==> config.mk <==
export PLATFORM = sky130hd
export DESIGN_NAME = sorted_priority_queue
export DESIGN_NICKNAME = d
export VERILOG_FILES = /design/src/rtl/core/spq_pkg.sv /design/src/rtl/core/spq_cell.sv /design/src/rtl/core/sorted_priority_queue.sv
export SDC_FILE = /design/constraint.sdc
export NUM_CORES = 1
export LEC_CHECK = 0
export ABC_AREA = 1
export BUFFER_PORTS_ARGS = -buffer_cell sky130_fd_sc_hd__buf_2
export CAP_MARGIN = 20
export CORE_ASPECT_RATIO = 1.5
export CORE_MARGIN = 8
export CORE_UTILIZATION = 45
export DETAILED_ROUTE_END_ITERATION = 6
export PLACE_DENSITY = 0.7
export SLEW_MARGIN = 40
export SYNTH_ARGS = -nofsm -noshare
export SYNTH_HDL_FRONTEND = slang
export SYNTH_SLANG_ARGS = --single-unit
==> constraint.sdc <==
create_clock -name clk -period 3.15 [get_ports clk]
set_input_delay 0.63 -clock clk [delete_from_list [all_inputs] [get_ports clk]]
set_output_delay 0.63 -clock clk [all_outputs]
set_load 0.02 [all_outputs]
==> src/rtl/core/spq_pkg.sv <==
// Shared types and constants for the sorted priority queue.
// No dependencies; used by spq_cell and sorted_priority_queue.
package spq_pkg;

  localparam int DEPTH_DEF         = 8;
  localparam int VALUE_BITS_DEF    = 16;
  localparam int PRIORITY_BITS_DEF = 8;

  localparam int COUNT_FIELD_BITS  = 4;
  localparam int STATUS_BITS       = 2;

  typedef enum logic [STATUS_BITS-1:0] {
    STATUS_DONE      = 2'd0,
    STATUS_OVERFLOW  = 2'd1,
    STATUS_UNDERFLOW = 2'd2
  } status_t;

  typedef enum logic {
    CMD_INSERT = 1'b0,
    CMD_REMOVE = 1'b1
  } cmd_t;

  // Per-cycle operation broadcast to every cell
  typedef struct packed {
    logic ins;
    logic rem;
  } cell_ctl_t;

endpackage

==> src/rtl/core/spq_cell.sv <==
// One slot of the sorted queue: holds a value and a priority and shifts with its neighbors.
// Depends on spq_pkg.
module spq_cell #(
  parameter int VALUE_BITS    = spq_pkg::VALUE_BITS_DEF,
  parameter int PRIORITY_BITS = spq_pkg::PRIORITY_BITS_DEF
) (
  input  logic                     clk,
  input  spq_pkg::cell_ctl_t       ctl,
  input  logic                     occupied,
  input  logic [VALUE_BITS-1:0]    new_val,
  input  logic [PRIORITY_BITS-1:0] new_pri,
  input  logic                     left_ge,
  input  logic [VALUE_BITS-1:0]    left_val,
  input  logic [PRIORITY_BITS-1:0] left_pri,
  input  logic [VALUE_BITS-1:0]    right_val,
  input  logic [PRIORITY_BITS-1:0] right_pri,
  output logic                     ge,
  output logic [VALUE_BITS-1:0]    val,
  output logic [PRIORITY_BITS-1:0] pri
);

  logic [VALUE_BITS-1:0]    val_r, val_nxt;
  logic [PRIORITY_BITS-1:0] pri_r, pri_nxt;

  // Held entry stays ahead of the new one on equal priority
  assign ge = occupied && (pri_r >= new_pri);

  always_comb begin
    val_nxt = val_r;
    pri_nxt = pri_r;
    if (ctl.ins && !ge) begin
      if (left_ge) begin
        val_nxt = new_val;
        pri_nxt = new_pri;
      end else begin
        val_nxt = left_val;
        pri_nxt = left_pri;
      end
    end else if (ctl.rem) begin
      val_nxt = right_val;
      pri_nxt = right_pri;
    end
  end

  always_ff @(posedge clk) begin
    val_r <= val_nxt;
    pri_r <= pri_nxt;
  end

  assign val = val_r;
  assign pri = pri_r;

endmodule

==> src/rtl/core/sorted_priority_queue.sv <==
// Top level of the sorted priority queue: a chain of spq_cell slots plus count and result register.
// Depends on spq_pkg and spq_cell.
//
// Usage:
//   Input stream: in_tuser selects the command (0 insert, 1 remove the head);
//   in_tdata carries the value and priority of an insert.
//   Result stream: one transfer per input transfer. out_tuser gives the status
//   (0 done, 1 overflow, 2 underflow); out_tdata gives the removed value and
//   priority (zero unless a remove succeeded) and the entry count afterward.
//   Each command is applied to the whole cell chain in the cycle it is taken,
//   and its result is registered in the result register; one command per cycle is
//   sustained while the result side keeps up. The chain shifts one slot per
//   cell in that same cycle, so the rate is set by the compare in each cell.
//   If the receiver stalls, the held result stays put and in_tready is low
//   until it is taken (in_tready = !out_tvalid || out_tready).
//   Reset empties the queue (count zero) and drops any pending result; slot
//   contents are not cleared, since only slots below the count are read.
module sorted_priority_queue #(
  parameter int DEPTH         = spq_pkg::DEPTH_DEF,
  parameter int VALUE_BITS    = spq_pkg::VALUE_BITS_DEF,
  parameter int PRIORITY_BITS = spq_pkg::PRIORITY_BITS_DEF,
  localparam int IN_W  = ((VALUE_BITS + PRIORITY_BITS + 7) / 8) * 8,
  localparam int OUT_W =
    ((VALUE_BITS + PRIORITY_BITS + spq_pkg::COUNT_FIELD_BITS + 7) / 8) * 8
) (
  input  logic                            clk,
  input  logic                            rst_n,
  input  logic                            in_tvalid,
  output logic                            in_tready,
  input  logic [IN_W-1:0]                 in_tdata,   // item_value, item_priority, zero pad
  input  logic                            in_tuser,   // command
  output logic                            out_tvalid,
  input  logic                            out_tready,
  output logic [OUT_W-1:0]                out_tdata,  // out_value, out_priority, entry_count, pad
  output logic [spq_pkg::STATUS_BITS-1:0] out_tuser   // status
);

  localparam int CW = $clog2(DEPTH + 1);
  localparam int PB = VALUE_BITS + PRIORITY_BITS;
  localparam int CB = spq_pkg::COUNT_FIELD_BITS;

  logic [CW-1:0]              count_r, count_nxt;
  logic                       out_valid_r;
  logic [OUT_W-1:0]           out_data_r, out_data_nxt;
  spq_pkg::status_t           status_r, status_nxt;

  logic                       accept, full, empty;
  spq_pkg::cell_ctl_t         ctl;
  logic [VALUE_BITS-1:0]      new_val;
  logic [PRIORITY_BITS-1:0]   new_pri;

  logic [DEPTH-1:0]           ge;
  logic [VALUE_BITS-1:0]      val    [DEPTH];
  logic [PRIORITY_BITS-1:0]   pri    [DEPTH];

  assign in_tready = !out_valid_r || out_tready;
  assign accept    = in_tvalid && in_tready;
  assign full      = (count_r == CW'(DEPTH));
  assign empty     = (count_r == '0);
  assign new_val   = in_tdata[VALUE_BITS-1:0];
  assign new_pri   = in_tdata[PB-1:VALUE_BITS];

  assign ctl.ins = accept && (in_tuser == spq_pkg::CMD_INSERT) && !full;
  assign ctl.rem = accept && (in_tuser == spq_pkg::CMD_REMOVE) && !empty;

  for (genvar i = 0; i < DEPTH; i++) begin : g_cell
    logic                     l_ge;
    logic [VALUE_BITS-1:0]    l_val, r_val;
    logic [PRIORITY_BITS-1:0] l_pri, r_pri;

    if (i == 0) begin : g_head
      assign l_ge  = 1'b1;
      assign l_val = val[i];
      assign l_pri = pri[i];
    end else begin : g_mid
      assign l_ge  = ge[i-1];
      assign l_val = val[i-1];
      assign l_pri = pri[i-1];
    end

    if (i == DEPTH - 1) begin : g_tail
      assign r_val = val[i];
      assign r_pri = pri[i];
    end else begin : g_body
      assign r_val = val[i+1];
      assign r_pri = pri[i+1];
    end

    spq_cell #(
      .VALUE_BITS    (VALUE_BITS),
      .PRIORITY_BITS (PRIORITY_BITS)
    ) u_cell (
      .clk       (clk),
      .ctl       (ctl),
      .occupied  (CW'(i) < count_r),
      .new_val   (new_val),
      .new_pri   (new_pri),
      .left_ge   (l_ge),
      .left_val  (l_val),
      .left_pri  (l_pri),
      .right_val (r_val),
      .right_pri (r_pri),
      .ge        (ge[i]),
      .val       (val[i]),
      .pri       (pri[i])
    );
  end

  always_comb begin
    count_nxt    = count_r;
    status_nxt   = spq_pkg::STATUS_DONE;
    out_data_nxt = '0;
    if (in_tuser == spq_pkg::CMD_INSERT) begin
      if (full) begin
        status_nxt = spq_pkg::STATUS_OVERFLOW;
      end else begin
        count_nxt = count_r + CW'(1);
      end
    end else begin
      if (empty) begin
        status_nxt = spq_pkg::STATUS_UNDERFLOW;
      end else begin
        count_nxt = count_r - CW'(1);
        out_data_nxt[VALUE_BITS-1:0] = val[0];
        out_data_nxt[PB-1:VALUE_BITS] = pri[0];
      end
    end
    out_data_nxt[PB+CB-1:PB] = CB'(count_nxt);
  end

  always_ff @(posedge clk) begin
    if (!rst_n) begin
      count_r     <= '0;
      out_valid_r <= 1'b0;
    end else begin
      if (accept) begin
        count_r     <= count_nxt;
        out_valid_r <= 1'b1;
      end else if (out_tready) begin
        out_valid_r <= 1'b0;
      end
    end
    if (accept) begin
      out_data_r <= out_data_nxt;
      status_r   <= status_nxt;
    end
  end

  assign out_tvalid = out_valid_r;
  assign out_tdata  = out_data_r;
  assign out_tuser  = status_r;

endmodule

* After elaboration in Yosys (flattened, before gate mapping)
Index checks and enable logic that the tools add are counted.
** Operators by class
- Add/subtract/negate cells :: 2
- $lt $le $gt $ge :: 16
- Eq/ne operators :: 1
- Multiplexer cells :: 50
- Bitwise logic cells :: 1
- Reductions and logical operators :: 43
** Operators with widths (number)
- $mux W16 :: 21
- $mux W8 :: 21
- $ge A8 B8 Y1 :: 8
- $logic_and A1 B1 Y1 :: 21
- $lt A3 B4 Y1 const A :: 4
- $reduce_bool A2 Y1 :: 8
- $mux W4 :: 3
- $logic_not A1 Y1 :: 11
- $lt A1 B4 Y1 const A :: 2
- $lt A2 B4 Y1 const A :: 2
- $add A4 B1 Y4 const B :: 1
- $eq A4 B4 Y1 const B :: 1
- $logic_not A4 Y1 :: 1
- $mux W2 :: 2
- $sub A4 B1 Y4 const B :: 1
- $mux W1 :: 3
- $reduce_or A2 Y1 :: 1
- $logic_or A1 B1 Y1 :: 1
- $not A1 Y1 :: 1
** Word-level totals
- Flip-flop bits (word level) :: 227
- Bits of input ports :: 29
- Output and inout port bits :: 36

* Depth between registers and ports, before layout
- Depth after elaboration :: 7
- Mapped depth :: 15

* Cells and area by module
A second synthesis with hierarchy kept.
** Unflattened totals
- Cell total of the unflattened synthesis :: 1526
- Area total of the unflattened synthesis :: 15067.0 um^2
** Modules (own cells, without submodules)
- spq_cell at g_cell[0].u_cell ... :: instances 7, cells an instance 170, area each 1687.9 um^2
- sorted_priority_queue :: instances 1, cells an instance 166, area each 1631.6 um^2
- spq_cell at g_cell[7].u_cell :: instances 1, cells an instance 170, area each 1620.3 um^2

* Worst setup path after synthesis
No wires, ideal clock.
- Path type :: input -> register
- Start :: input port out_tready
- End :: register g_cell[0].u_cell.pri_r[0], enable pin
- Setup time :: 0.381 ns
- Data arrival time :: 2.770 ns
- Data required time :: 2.769 ns
- Path slack :: -0.001 ns
- Stages on the path :: 7
- Path buffers :: 1
- Path through :: inv_1 > nand2_1 > nand2_1 > clkbuf_1 > inv_1 > nand2_1 > nand2_1
** On the way
- Word-level cells in the longest chain between the ends :: 6
- Elaborated cells on any way between the ends :: 8
- Those cells by class :: reduce/logical (8)
** RTL lines
- start, declared :: RTL line sorted_priority_queue.sv:33 : input logic out_tready,
- $logic_or A1 B1 Y1 * :: RTL line sorted_priority_queue.sv:56 : assign in_tready = !out_valid_r || out_tready;
- named net in_tready :: RTL line sorted_priority_queue.sv:29 : output logic in_tready,
- $logic_and A1 B1 Y1 * :: RTL line sorted_priority_queue.sv:57 : assign accept = in_tvalid && in_tready;
- named net accept :: RTL line sorted_priority_queue.sv:47 : logic accept, full, empty;
- $logic_and A1 B1 Y1 (2 in series) :: RTL line sorted_priority_queue.sv:63 : assign ctl.ins = accept && (in_tuser == spq_pkg::CMD_INSERT) && !full;
- $logic_and A1 B1 Y1 :: RTL line spq_cell.sv:31 : if (ctl.ins && !ge) begin
- $reduce_bool A2 Y1 (no line) *
- end signal, assigned :: RTL line spq_cell.sv:47 : pri_r <= pri_nxt;
- end, declared :: RTL line spq_cell.sv:23 : logic [PRIORITY_BITS-1:0] pri_r, pri_nxt;
Mark *: on every way through the listed nets, which the timed path passes. The rest lies on a longest branch.
A chain may end at the register's enable or synchronous reset.

* Worst setup path after layout
- Start :: register count_r[0]
- End :: register g_cell[4].u_cell.pri_r[4], data pin
** On the way
- Word-level cells in the longest chain between the ends :: 5
- Elaborated cells on any way between the ends :: 11
- Those cells by class :: order compare (2); eq/ne (1); mux (2); reduce/logical (6)
** RTL lines
- start, declared :: RTL line sorted_priority_queue.sv:42 : logic [CW-1:0] count_r, count_nxt;
- start signal, assigned :: RTL line sorted_priority_queue.sv:137 : count_r <= count_nxt;
- $lt A3 B4 Y1 / $eq A4 B4 Y1 (equally long branches) :: RTL line sorted_priority_queue.sv:95, sorted_priority_queue.sv:58
- $logic_and A1 B1 Y1 / $logic_not A1 Y1 (equally long branches) :: RTL line spq_cell.sv:26, sorted_priority_queue.sv:63
- $logic_not A1 Y1 / $logic_and A1 B1 Y1 (equally long branches) :: RTL line spq_cell.sv:31, sorted_priority_queue.sv:63
- $logic_and A1 B1 Y1 :: RTL line spq_cell.sv:31
- $mux W8 * :: RTL line spq_cell.sv:31
- named net g_cell[4].u_cell.pri_nxt[4] :: RTL line spq_cell.sv:23
- end signal, assigned :: RTL line spq_cell.sv:47
- end, declared :: RTL line spq_cell.sv:23
Marks and branches as above.

==> summary.md <==
| Metric | Value |
|---|---|
| Seq/Total Area, Yosys | 51.18% |
| Core area | 0.02919 mm2 |
| Worst path depth | 10 |
| Die Y | 225.9 um |
| Synth warn | 0 |
| Critical Path AT | 2770 ps |
| GRT Total Usage | 21.13% |
| IO Port Bufs | 60 |
| CP endpoint kind | flip-flop |
| Commonest non-fill, non-tap cells in the layout | 880 x nand2_1, 222 x edfxtp_1, 148 x nand3_1 |
| # diodes | 0 |
| Initial antenna violation count | 0 |
| Setup TNS | 0 ps |
| Worst path max stage delay | 430 ps |
| DIE AREA | 0.03523 mm2 |
| I/O Pins | 65 |
| WP buf/inv | 3 |
| Final Wtd Congestion | 0.8914 |
| Root Driver | clkbuf_16 |
| Layout Skew | 14.37 ps |
| CTS tree | done |
| Status | finished clean |
| Post-CTS setup repair buffer count | 0 |
| Worst hold-check path type | in2reg |
| Average cell area after synthesis | 7.941 um2 |
| Reg2reg setup slack | 660 ps |
| Pin slew with the least headroom to its limit | 596.0 ps |
| Worst-case reg-to-reg path depth | 10 |
| Area contributors post-synth | edfxtp_1 50%, nand2_1 25%, ha_1 6.3%, nand3_1 5.6%, inv_1 2.8% |
| Clk_lat worst skew | 520 ps |
| Initial DRC Count | 889 |
| Cell area after layout | 0.01477 mm2 |
| Leak | 7.251 nW |
| Total of max-cap violations | 0 |
| Placed Area | 0.01405 mm2 |
| Synth Cell Area | 0.01322 mm2 |
| Antenna Nets Post-Route | 0 |
| Nets | 1821 |
| Final Setup Violations | 0 |
| Fin crit period | 2489 ps |
| Clk sink count | 227 |
| Detail Placement HPWL | 28.14 mm |
| Hold_buf cts | 0 |
| Final WS setup | 660.9 ps |
| Critical path's top delay family | simple AND/OR/NAND/NOR gates |
| TritonCTS buffer count | 23 |
| Crit Path Class | reg2reg |
| Area growth from synthesis to layout | 11.73% |
| Simple-gate portion of the synthesized area | 32.74% |
| Seq cells post-synth | 227 |
| CP startpoint | count_r[0] |
| RSZ-0062 raised after global routing | false |
| Layout cells sized above 1 | 9.368% |
| Cell taking the most area after synthesis | edfxtp_1 |
| Slew headroom | 60.00% |
| Grt total ovfl | 0 |
| Most frequent CP cell | nand2_1 |
| Drt first pass iters | 5 |
| Synth unique cells | 26 |
| WL/cell | 17.55 um |
| Post-synthesis adder-cell area fraction | 6.340% |
| Pre-CTS WS | 247.3 ps |
| Drt total wl | 37.48 mm |
| Vias in the first global route | 11250 |
| Post-cts sizing count | 0 |
| Main combinational cell family by area after synthesis | simple AND/OR/NAND/NOR gates |
| Req. time, crit path | 3430 ps |
| Period Utilization, post-route | 79.02% |
| Largest net degree at the start of global routing | 41 |
| Setup crit start kind | flip-flop |
| Met1 WL | 13.50 mm |
| Reg2reg start | count_r[0] |
| Final Hold Viols | 0 |
| Vias/cell | 5.307 |
| Clock-pin slew on the worst setup and hold paths | 70 ps |
| Worst IR drop on VDD | 0.4079 mV |
| Layout Utilization | 50.61% |
| Fmax | 401.7 MHz |
| DR vias | 11330 |
| # rows | 77 |
| Synth Instances | 1665 |
| Routed length on met3 | 1.696 mm |
| First-pass GRT wire length | 58.18 mm |
| Top cell type's share of synthesized area | 50.42% |
| Pwr Density | 602.5 mW/mm2 |
| Highest metal used | met4 |
| Commonest non-fill, non-tap cell in the layout | nand2_1 |
| Mux share of post-synthesis cell area | 0% |
| Critical-path maximum fanout | 25 |
| Worst setup path end | g_cell[4].u_cell.pri[4] |
| Initial Util | 45.29% |
| Drt drc | 0 |
| Crit path cell chain | inv_1 > ha_1 > nor2_1 > inv_1 > nand2_2 > nand2_1 > nand2_2 > inv_2 > nand2_1 > nand2_1 |
| Clock tree buffer depth | 3 |
| CP max-delay cell | dfxtp_1 |
| Reg2reg end | g_cell[4].u_cell.pri[4] |
| Filler instances | 2775 |
| Metal2 WL | 19.63 mm |
| Slew Viols, Final | 0 |
| Synth Area in XOR/XNOR | 0.1325% |
| H-tree depth | 1 |
| Compound-Gate Fraction of Synth Area | 3.748% |
| Die width | 156.0 um |
stage by stage:
step | cells | total power, mW | hold slack (ps)
6_report | 2135 | 8.901 | 414.9
5_1_grt | 2135 | 9.357 | 428.2
4_1_cts | 2135 | 8.934 | 403.8
3_5_place_dp | 2095 | 6.201 | 502.0
3_3_place_gp | 2095 | 6.143 | 494.7
2_1_floorplan | 1668 | 5.487 | 494.4
worst min-delay path, delay by kind of cell:
family	cells	cell delay, ps
buffers and inverters	2	110
AO/OA/AOI/OAI	1	70
AND/OR/NAND/NOR	1	80
worst min-delay path by stage:
| stage | cells after the start | to | from | slack [ps] |
|---|---|---|---|---|
| floorplan | 2 | g_cell[6].u_cell.val[0] | g_cell[7].u_cell.val[0] | 490 |
| global placement | 2 | out_tvalid | out_tvalid | 490 |
| detailed placement | 2 | out_tvalid | out_tvalid | 500 |
| CTS | 4 | out_tvalid | out_tready | 400 |
| global route | 4 | out_tvalid | out_tready | 430 |
| finish | 4 | out_tvalid | out_tready | 410 |
logic make-up (layout without fill, tap and decap cells):
group | after synthesis | in the layout
and+or+nand+nor | 1091 | 1091
DFF | 227 | 227
buffers and inverters | 183 | 255
AOI/OAI and AO/OA | 94 | 94
adders and majority gates | 67 | 67
xor gates and xnor gates | 2 | 2
other | 1 | 4
sequential cells by signal (all words and copies together), names as in the netlist:
signal	count
out_tuser	2
out_tvalid	1
g_cell.u_cell.val	128
count_r	4
g_cell.u_cell.pri	64
out_tdata	28
synthesized netlist by cell type:
master and n:
a21oi_2 1, nor2_8 1, ha_1 67, nand4_1 2
inv_1 97, o21ai_1 16, xor2_1 1, inv_2 8
o21a_1 7, buf_1 2, nand2_1 880, clkbuf_1 34
clkinv_1 1, buf_2 28, o21ai_0 43, conb_1 1
nand3_1 148, a21oi_1 26, xnor2_1 1, nand2_2 10
nor2_2 1, nor2_1 49, o21ai_2 1, dfxtp_1 5
edfxtp_1 222, buf_4 13
routing by layer:
metal	vias to the layer above	track usage (%)
met5	-	0
met4	0	14.16
met3	124	1.992
met2	380	38.99
met1	5320	22.37
li1	5506	-
area by class of cell:
cell class / count / area (um2) / area share, %
Sequential cell: 227 / 6766 / 45.80
Inverter: 106 / 401.6 / 2.719
Multi-Input combinational cell: 1258 / 5703 / 38.60
Tap cell: 395 / 494.2 / 3.345
Timing Repair Buffer: 109 / 680.7 / 4.607
Clock inverter: 13 / 136.4 / 0.9232
Clock buffer: 27 / 590.6 / 3.998
power by group:
part,internal [mW],switching (mW)
clock,1.58,1.17
combinational,0.658,1.45
sequential,3.82,0.228
Note: power is estimated with default switching activity, not from simulation.
